**src/hw/rtl/nrpe_pkg.sv**
```systemverilog
// Shared types, character codes and helper functions for the RMC position extractor.
// No dependencies; every other file in this block imports this package.
`timescale 1ns / 1ps

package nrpe_pkg;

  localparam int unsigned LINE_LIMIT_DEF = 128;

  // ASCII codes the parser reacts to.
  localparam logic [7:0] CH_DOLLAR = 8'h24;
  localparam logic [7:0] CH_NL     = 8'h0A;
  localparam logic [7:0] CH_COMMA  = 8'h2C;
  localparam logic [7:0] CH_NUL    = 8'h00;
  localparam logic [7:0] CH_ZERO   = 8'h30;
  localparam logic [7:0] CH_NINE   = 8'h39;
  localparam logic [7:0] CH_A      = 8'h41;
  localparam logic [7:0] CH_E      = 8'h45;
  localparam logic [7:0] CH_N      = 8'h4E;

  localparam int unsigned HDR_LEN = 6;

  // Field numbers (commas seen so far) and digit positions inside fields.
  localparam logic [3:0] FLD_STATUS  = 4'd2;
  localparam logic [3:0] FLD_LAT     = 4'd3;
  localparam logic [3:0] FLD_LAT_DIR = 4'd4;
  localparam logic [3:0] FLD_LON     = 4'd5;
  localparam logic [3:0] FLD_LON_DIR = 4'd6;
  localparam logic [3:0] CNT_MAX     = 4'd15;
  localparam logic [3:0] LAT_DOT     = 4'd4;
  localparam logic [3:0] LAT_LAST    = 4'd8;
  localparam logic [3:0] LON_DOT     = 4'd5;
  localparam logic [3:0] LON_LAST    = 4'd9;

  localparam int unsigned DEC_W   = 20;
  localparam int unsigned MIL_W   = 21;
  localparam int unsigned TDATA_W = 80;
  localparam logic [MIL_W-1:0] MIL_MAX = 21'd1666665;

  // ceil(2^24 / 3): exact quotient by three for any 21-bit dividend.
  localparam logic [22:0] DIV3_MUL = 23'd5592406;

  typedef struct packed {
    logic        ovf;
    logic        hdr;
    logic [3:0]  commas;
    logic [7:0]  status;
    logic [3:0]  lat_off;
    logic [3:0]  lon_off;
    logic [31:0] lat_dig;
    logic [35:0] lon_dig;
    logic [8:0]  lat_dir;
    logic [8:0]  lon_dir;
    logic        fresh;
    logic        ended;
  } line_st_t;

  // One finished line, handed from the parser to the converter.
  typedef struct packed {
    logic             take;
    logic             fix;
    logic [6:0]       lat_deg;
    logic [DEC_W-1:0] lat_dec;
    logic [8:0]       lat_dir;
    logic [9:0]       lon_deg;
    logic [DEC_W-1:0] lon_dec;
    logic [8:0]       lon_dir;
  } line_rec_t;

  // Result layout: the last field declared, lon_degrees, sits in the lowest bits.
  typedef struct packed {
    logic [7:0]       lat_hemisphere;
    logic [MIL_W-1:0] lat_millionths;
    logic [6:0]       lat_degrees;
    logic [7:0]       lon_hemisphere;
    logic [MIL_W-1:0] lon_millionths;
    logic [9:0]       lon_degrees;
  } pos_t;

  localparam int unsigned PAD_W = TDATA_W - $bits(pos_t);

  localparam pos_t POS_CLEAR = '{
    lat_hemisphere: CH_N, lat_millionths: '0, lat_degrees: '0,
    lon_hemisphere: CH_E, lon_millionths: '0, lon_degrees: '0
  };

  function automatic logic [7:0] hdr_char(input logic [2:0] idx);
    logic [7:0] ch;
    unique case (idx)
      3'd0:    ch = 8'h24;  // $
      3'd1:    ch = 8'h47;  // G
      3'd2:    ch = 8'h50;  // P
      3'd3:    ch = 8'h52;  // R
      3'd4:    ch = 8'h4D;  // M
      3'd5:    ch = 8'h43;  // C
      default: ch = 8'h00;
    endcase
    return ch;
  endfunction

  function automatic logic [DEC_W-1:0] div3(input logic [MIL_W-1:0] x);
    logic [43:0] prod;
    prod = 44'(x) * 44'(DIV3_MUL);
    return prod[43:24];
  endfunction

endpackage

```
**src/hw/rtl/nmea_rmc_position_extractor.sv**
```systemverilog
// A newline byte passes three registers: the input byte register at the accepting edge,
// then the line record register, then the result register.
// Throughput: one byte per cycle; a newline waits only while the result register is full.
// Reset (asynchronous, active low) empties the pipeline, clears the line state and sets
// the held position to 0 degrees with hemispheres 'N' and 'E'.
// Top level of the RMC position extractor; instantiates nrpe_parser and nrpe_convert.
`timescale 1ns / 1ps

module nmea_rmc_position_extractor import nrpe_pkg::*; #(
  parameter int unsigned LINE_LIMIT = LINE_LIMIT_DEF
) (
  input  logic               clk_i,
  input  logic               rst_ni,
  input  logic               s_axis_tvalid_i,
  output logic               s_axis_tready_o,
  input  logic [7:0]         s_axis_tdata_i,   // [7:0] rx_byte
  output logic               m_axis_tvalid_o,
  input  logic               m_axis_tready_i,
  // [9:0] lon_degrees, [30:10] lon_millionths, [38:31] lon_hemisphere,
  // [45:39] lat_degrees, [66:46] lat_millionths, [74:67] lat_hemisphere, [79:75] zero
  output logic [TDATA_W-1:0] m_axis_tdata_o
);

  logic      rec_vld, rec_rdy;
  line_rec_t rec;
  pos_t      pos;

  nrpe_parser #(
    .LINE_LIMIT(LINE_LIMIT)
  ) u_parser (
    .clk_i     (clk_i),
    .rst_ni    (rst_ni),
    .byte_vld_i(s_axis_tvalid_i),
    .byte_rdy_o(s_axis_tready_o),
    .byte_i    (s_axis_tdata_i),
    .rec_vld_o (rec_vld),
    .rec_rdy_i (rec_rdy),
    .rec_o     (rec)
  );

  nrpe_convert u_convert (
    .clk_i    (clk_i),
    .rst_ni   (rst_ni),
    .rec_vld_i(rec_vld),
    .rec_rdy_o(rec_rdy),
    .rec_i    (rec),
    .out_vld_o(m_axis_tvalid_o),
    .out_rdy_i(m_axis_tready_i),
    .pos_o    (pos)
  );

  assign m_axis_tdata_o = {PAD_W'(0), pos};

endmodule

```
**src/hw/rtl/nrpe_parser.sv**
```systemverilog
// Input byte register and line parser: tracks header, commas and digit fields.
// On a newline it registers a line record for the converter. Uses nrpe_pkg.
`timescale 1ns / 1ps

module nrpe_parser import nrpe_pkg::*; #(
  parameter int unsigned LINE_LIMIT = LINE_LIMIT_DEF
) (
  input  logic       clk_i,
  input  logic       rst_ni,
  input  logic       byte_vld_i,
  output logic       byte_rdy_o,
  input  logic [7:0] byte_i,
  output logic       rec_vld_o,
  input  logic       rec_rdy_i,
  output line_rec_t  rec_o
);

  localparam int unsigned LEN_W = $clog2(LINE_LIMIT);

  logic             b_vld_q, b_vld_d;
  logic [7:0]       b_q;
  line_st_t         st_q, st_d, st;
  logic [LEN_W-1:0] len_q, len_d, len;
  logic             rec_vld_q;
  line_rec_t        rec_q, rec_d;
  logic             is_nl, rec_free, go, digit;
  logic [3:0]       dval;
  logic [2:0]       lat_slot;
  logic [3:0]       lon_slot;

  assign is_nl      = (b_q == CH_NL);
  assign rec_free   = !rec_vld_q || rec_rdy_i;
  assign go         = b_vld_q && (!is_nl || rec_free);
  assign byte_rdy_o = !b_vld_q || go;
  assign b_vld_d    = (byte_vld_i && byte_rdy_o) || (b_vld_q && !go);

  assign digit = (b_q >= CH_ZERO) && (b_q <= CH_NINE);
  assign dval  = b_q[3:0];
  // A dollar byte is not a digit, so the slots may come from the old offsets.
  assign lat_slot = (st_q.lat_off < LAT_DOT) ? st_q.lat_off[2:0] : 3'(st_q.lat_off - 4'd1);
  assign lon_slot = (st_q.lon_off < LON_DOT) ? st_q.lon_off : (st_q.lon_off - 4'd1);

  always_comb begin
    st  = st_q;
    len = len_q;
    if (b_q == CH_DOLLAR) begin
      st  = '0;
      len = '0;
    end
    if (len >= LEN_W'(LINE_LIMIT - 1)) begin
      st.ovf = 1'b1;
    end else begin
      if (len == '0) begin
        st.hdr = (b_q == hdr_char(3'd0));
      end else if (len < LEN_W'(HDR_LEN)) begin
        st.hdr = st.hdr && (b_q == hdr_char(len[2:0]));
      end
      len = len + 1'b1;
      if (!st.ended) begin
        if (st.fresh) begin
          if (st.commas == FLD_STATUS) begin
            st.status = b_q;
          end else if (st.commas == FLD_LAT_DIR) begin
            st.lat_dir = {1'b1, b_q};
          end else if (st.commas == FLD_LON_DIR) begin
            st.lon_dir = {1'b1, b_q};
          end
        end
        st.fresh = 1'b0;
        if (st.commas == FLD_LAT) begin
          if (digit && st.lat_off <= LAT_LAST && st.lat_off != LAT_DOT) begin
            st.lat_dig[{lat_slot, 2'b00} +: 4] = st.lat_dig[{lat_slot, 2'b00} +: 4] | dval;
          end
          if (st.lat_off < CNT_MAX) st.lat_off = st.lat_off + 4'd1;
        end else if (st.commas == FLD_LON) begin
          if (digit && st.lon_off <= LON_LAST && st.lon_off != LON_DOT) begin
            st.lon_dig[{lon_slot, 2'b00} +: 4] = st.lon_dig[{lon_slot, 2'b00} +: 4] | dval;
          end
          if (st.lon_off < CNT_MAX) st.lon_off = st.lon_off + 4'd1;
        end
        if (b_q == CH_NUL) begin
          st.ended = 1'b1;
        end else if (b_q == CH_COMMA) begin
          if (st.commas < CNT_MAX) st.commas = st.commas + 4'd1;
          st.fresh = 1'b1;
        end
      end
    end

    // A newline never writes a digit, so the stored digits are final here.
    rec_d.take    = !st.ovf && st.hdr;
    rec_d.fix     = (st.status == CH_A);
    rec_d.lat_deg = 7'(st_q.lat_dig[3:0]) * 7'd10 + 7'(st_q.lat_dig[7:4]);
    rec_d.lat_dec = DEC_W'(st_q.lat_dig[11:8])  * DEC_W'(100000)
                  + DEC_W'(st_q.lat_dig[15:12]) * DEC_W'(10000)
                  + DEC_W'(st_q.lat_dig[19:16]) * DEC_W'(1000)
                  + DEC_W'(st_q.lat_dig[23:20]) * DEC_W'(100)
                  + DEC_W'(st_q.lat_dig[27:24]) * DEC_W'(10)
                  + DEC_W'(st_q.lat_dig[31:28]);
    rec_d.lat_dir = st.lat_dir;
    rec_d.lon_deg = 10'(st_q.lon_dig[3:0]) * 10'd100 + 10'(st_q.lon_dig[7:4]) * 10'd10
                  + 10'(st_q.lon_dig[11:8]);
    rec_d.lon_dec = DEC_W'(st_q.lon_dig[15:12]) * DEC_W'(100000)
                  + DEC_W'(st_q.lon_dig[19:16]) * DEC_W'(10000)
                  + DEC_W'(st_q.lon_dig[23:20]) * DEC_W'(1000)
                  + DEC_W'(st_q.lon_dig[27:24]) * DEC_W'(100)
                  + DEC_W'(st_q.lon_dig[31:28]) * DEC_W'(10)
                  + DEC_W'(st_q.lon_dig[35:32]);
    rec_d.lon_dir = st.lon_dir;

    st_d  = st;
    len_d = len;
    if (is_nl) begin
      st_d  = '0;
      len_d = '0;
    end
  end

  always_ff @(posedge clk_i or negedge rst_ni) begin
    if (!rst_ni) begin
      b_vld_q   <= 1'b0;
      st_q      <= '0;
      len_q     <= '0;
      rec_vld_q <= 1'b0;
    end else begin
      b_vld_q <= b_vld_d;
      if (go) begin
        st_q  <= st_d;
        len_q <= len_d;
      end
      if (rec_free) begin
        rec_vld_q <= go && is_nl;
      end
    end
  end

  always_ff @(posedge clk_i) begin
    if (byte_vld_i && byte_rdy_o) begin
      b_q <= byte_i;
    end
    if (rec_free && go && is_nl) begin
      rec_q <= rec_d;
    end
  end

  assign rec_vld_o = rec_vld_q;
  assign rec_o     = rec_q;

endmodule

```
**src/hw/rtl/nrpe_convert.sv**
```systemverilog
// Minutes-to-millionths conversion, held position and result register.
// Takes line records from nrpe_parser; uses nrpe_pkg.
`timescale 1ns / 1ps

module nrpe_convert import nrpe_pkg::*; (
  input  logic      clk_i,
  input  logic      rst_ni,
  input  logic      rec_vld_i,
  output logic      rec_rdy_o,
  input  line_rec_t rec_i,
  output logic      out_vld_o,
  input  logic      out_rdy_i,
  output pos_t      pos_o
);

  logic out_vld_q;
  pos_t out_q;
  pos_t held_q, held_d, fix_pos;
  logic acc;

  assign rec_rdy_o = !out_vld_q || out_rdy_i;
  assign acc       = rec_vld_i && rec_rdy_o;

  // minutes*1e6 + frac*100 over 60 equals 5*D/3 with D the six digits mmffff,
  // and floor(5D/3) = D + floor(2D/3).
  always_comb begin
    fix_pos.lat_degrees    = rec_i.lat_deg;
    fix_pos.lat_millionths = MIL_W'(rec_i.lat_dec) + MIL_W'(div3({rec_i.lat_dec, 1'b0}));
    fix_pos.lat_hemisphere = rec_i.lat_dir[8] ? rec_i.lat_dir[7:0] : CH_N;
    fix_pos.lon_degrees    = rec_i.lon_deg;
    fix_pos.lon_millionths = MIL_W'(rec_i.lon_dec) + MIL_W'(div3({rec_i.lon_dec, 1'b0}));
    fix_pos.lon_hemisphere = rec_i.lon_dir[8] ? rec_i.lon_dir[7:0] : CH_E;
    held_d = held_q;
    if (rec_i.take) begin
      held_d = rec_i.fix ? fix_pos : POS_CLEAR;
    end
  end

  always_ff @(posedge clk_i or negedge rst_ni) begin
    if (!rst_ni) begin
      out_vld_q <= 1'b0;
      held_q    <= POS_CLEAR;
    end else begin
      if (rec_rdy_o) begin
        out_vld_q <= rec_vld_i;
      end
      if (acc) begin
        held_q <= held_d;
      end
    end
  end

  always_ff @(posedge clk_i) begin
    if (acc) begin
      out_q <= held_d;
    end
  end

  assign out_vld_o = out_vld_q;
  assign pos_o     = out_q;

endmodule

```
**config.mk**
```make
export PLATFORM = sky130hd
export DESIGN_NAME = nmea_rmc_position_extractor
export DESIGN_NICKNAME = d
export VERILOG_FILES = /design/src/hw/rtl/nrpe_pkg.sv /design/src/hw/rtl/nmea_rmc_position_extractor.sv /design/src/hw/rtl/nrpe_parser.sv /design/src/hw/rtl/nrpe_convert.sv
export SDC_FILE = /design/constraint.sdc
export NUM_CORES = 2
export LEC_CHECK = 0
export CORE_UTILIZATION = 35
export CTS_CLUSTER_DIAMETER = 60
export CTS_CLUSTER_SIZE = 30
export DETAILED_ROUTE_END_ITERATION = 16
export DONT_BUFFER_PORTS = 1
export MAX_ROUTING_LAYER = met4
export PLACE_DENSITY = 0.47
export SYNTH_ARGS = -nofsm -noshare
export SYNTH_HDL_FRONTEND = slang
export SYNTH_HIERARCHICAL = 1
export SYNTH_SLANG_ARGS = --single-unit
```
**constraint.sdc**
```tcl
create_clock -name clk_i -period 17.15 [get_ports clk_i]
set_input_delay 3.43 -clock clk_i [delete_from_list [all_inputs] [get_ports clk_i]]
set_output_delay 3.43 -clock clk_i [all_outputs]
set_load 0.01 [all_outputs]
```
==> reports/results.txt <==
Initial antenna violation count - 2
Post-synth top area share - 0.216
Delay of the slowest critical-path stage - 0.92 ns
WP data arrival - 9.50 ns
Port bufs - 0
Post-synth ARST share - 0.549
Slew Viols, Final - 0
CTS tree - done
Ys Warns - 6
Hold Slack - 0.482 ns
Max FO, Critical Path - 6
Initial Utilization - 0.353
Relative slew slack - 0.244
# nets final - 4514
DIE HEIGHT - 325 um
Total Die Area - 106000 um2
Vias/cell - 5.00
Clk_skew - 0.0256 ns
Clock transition at path regs - 0.08 ns
Period utilization - 0.535
Syn Area/Cell - 10.2 um2
Most frequent cell after synthesis - ha_1
Final hold vios - 0
Layout cells sized above 1 - 0.0547
P per Cell Area - 181 nW/um2
Final antenna-violating net count - 0
HPWL Detailed - 73100 um
Leak - 19.7 nW
WP data required - 17.48 ns
Die Wd - 325 um
Post-CTS Setup Repair Bufs - 0
H-tree depth - 2
I/O Pins - 94
Worst path slowest cell - a2111oi_0
DR WL/cell - 18.6 um
Worst-case clock buffer depth - 3
Grt total ovfl - 0
Setup_tns - 0 ns
EDFF count, synth - 160
First-pass GRT wire length - 148000 um
RSZ-0062 raised after global routing - no
#FFs+latches synth - 355
Netlist cell types - 89
Vias in the first global route - 25600
DRT Pass-1 Iters - 5
Max Clock Freq - 109 MHz
DR vias - 24900
Total track usage - 0.182
Fin crit period - 9.17 ns
Cts bufs inserted - 45
Maximum VDD drop - 0.000330 V
Hold buffer count at cts - 0
Sequential cell area fraction in the yosys report - 0.265
Clock Latency Late Sink - 0.61 ns
Largest net degree at the start of global routing - 196
Status - completed
Slew @ Worst Pin - 1.13 ns
Clock net sink count - 355
Yosys top cell by area - ha_1
Worst Setup Start Kind - register
Fillers - 10300
Total power - 7.17 mW
Cells after Synth - 3575
RePlAce Congestion - 0.878
Core Area - 103000 um2
Setup violators final - 0
CTS resizes - 0
Synth area leaders - ha_1 (22%), fa_1 (17%), edfxtp_1 (13%)
Dominant synthesized flop cell - dfrtp_1
DR iter-0 viols - 1387
Routed WL - 92400 um
Crit end category - register
WS Path Type - reg -> reg
CTS Root Cell - clkbuf_16
Area delta synth->final - 8.53%
Synth cell count leaders - ha_1 (631), inv_1 (605), fa_1 (309)
Cell area after synthesis - 36500 um2
Hold crit path type - reg -> reg
Num rows - 118
Max Cap Violations - 0
Residual DRC - 0
[state kept, by name, indices dropped and copies added, names as in the netlist]
name                 cells
u_parser/st_q          110
u_parser/rec_o          77
u_convert/held_q        75
u_convert/pos_o         75
u_parser/b_q             8
u_parser/len_q           7
u_convert/out_vld_o      1
u_parser/b_vld_q         1
u_parser/rec_vld_o       1
[kinds of logic after synthesis]
group / count (synthesis) / share of synthesized area
multiplexers: 67 / 0.0258
flip-flops: 355 / 0.265
XOR/XNOR: 179 / 0.0433
adder cells (fa/ha/maj): 940 / 0.385
other: 1 / 0.000103
AND/OR/NAND/NOR: 632 / 0.0813
AO/OA/AOI/OAI: 714 / 0.127
buffers and inverters: 687 / 0.0715
[power breakdown]
group / internal (mW) / switching (mW) / total [mW] / leakage [nW]
logic: 2.09 / 2.96 / 5.05 / 14.8
clock network: 0.539 / 0.445 / 0.984 / 0.755
registers: 1.04 / 0.0936 / 1.14 / 4.17
[metal layers]
layer  vias up  part of all wire  GRT usage
li1      12300                 -          -
met1     12200              0.50      0.260
met2       389              0.44      0.276
met3        87             0.038     0.0260
met4         0             0.017     0.0353
met5         -                 0          -
[final cells by class]
| type | instances | area [um2] | share of cell area |
|---|---|---|---|
| clock buffers | 49 | 1170 | 0.0296 |
| well taps | 1380 | 1730 | 0.0435 |
| diodes | 1 | 2.50 | 0.0000631 |
| inverters | 607 | 2280 | 0.0576 |
| repair buffers | 16 | 120 | 0.00303 |
| flip-flops and latches | 355 | 9690 | 0.244 |
| multi-input cells | 2537 | 24300 | 0.612 |
| clock inverters | 35 | 394 | 0.00994 |
[cells in the final DEF, fill, tap and decap left out, types with 39 or more instances in the layout]
cell type  count
a21o_1        75
a21oi_1      146
a22o_1        54
clkbuf_16     46
dfrtp_1      188
edfxtp_1     160
fa_1         309
ha_1         631
inv_1        604
mux2_2        39
nand2_1      264
nand3_1       54
nor2_1       117
o21ai_0      197
xnor2_1      127
xor2_1        50
[stage by stage]
step                      cells  setup WS (ns)  instance area (um2)  utilization
after floorplan            3579           9.18                36600            -
after global routing       4979           7.46                39700        0.383
after detailed placement   4895           7.95                38100        0.368
after CTS                  4979           7.92                39700        0.383
final                      4980           7.98                39700        0.383
after global placement     4895           7.97                38100        0.368
[final timing paths]
| path | to | depth (start not counted) | slack (ns) | from |
|---|---|---|---|---|
| worst max-delay path | u_convert/pos_o[29]$_DFFE_PP_ | 32 | 7.98 | u_parser/rec_o[16]$_DFFE_PP_ |
| worst min-delay path | u_convert/held_q[20]$_DFFE_PN0P_ | 2 | 0.48 | u_convert/held_q[20]$_DFFE_PN0P_ |
| worst max register to register | u_convert/pos_o[29]$_DFFE_PP_ | 32 | 7.98 | u_parser/rec_o[16]$_DFFE_PP_ |
| worst min register to register | u_convert/held_q[20]$_DFFE_PN0P_ | 2 | 0.48 | u_convert/held_q[20]$_DFFE_PN0P_ |
| max in group asynchronous | u_convert/held_q[47]$_DFFE_PN0P_ | 0 | 14.18 | rst_ni |
| min in group asynchronous | u_convert/held_q[1]$_DFFE_PN0P_ | 0 | 2.54 | rst_ni |
[critical path: cells and delay by family (launching register included)]
family | cells | cell delay, ns
XOR/XNOR | 3 | 0.46
AND/OR/NAND/NOR | 5 | 0.93
adder cells (fa/ha/maj) | 9 | 3.90
AO/OA/AOI/OAI | 10 | 2.71
buffers and inverters | 5 | 0.35
flip-flops | 1 | 0.51
(Power assumes the default switching activity.)
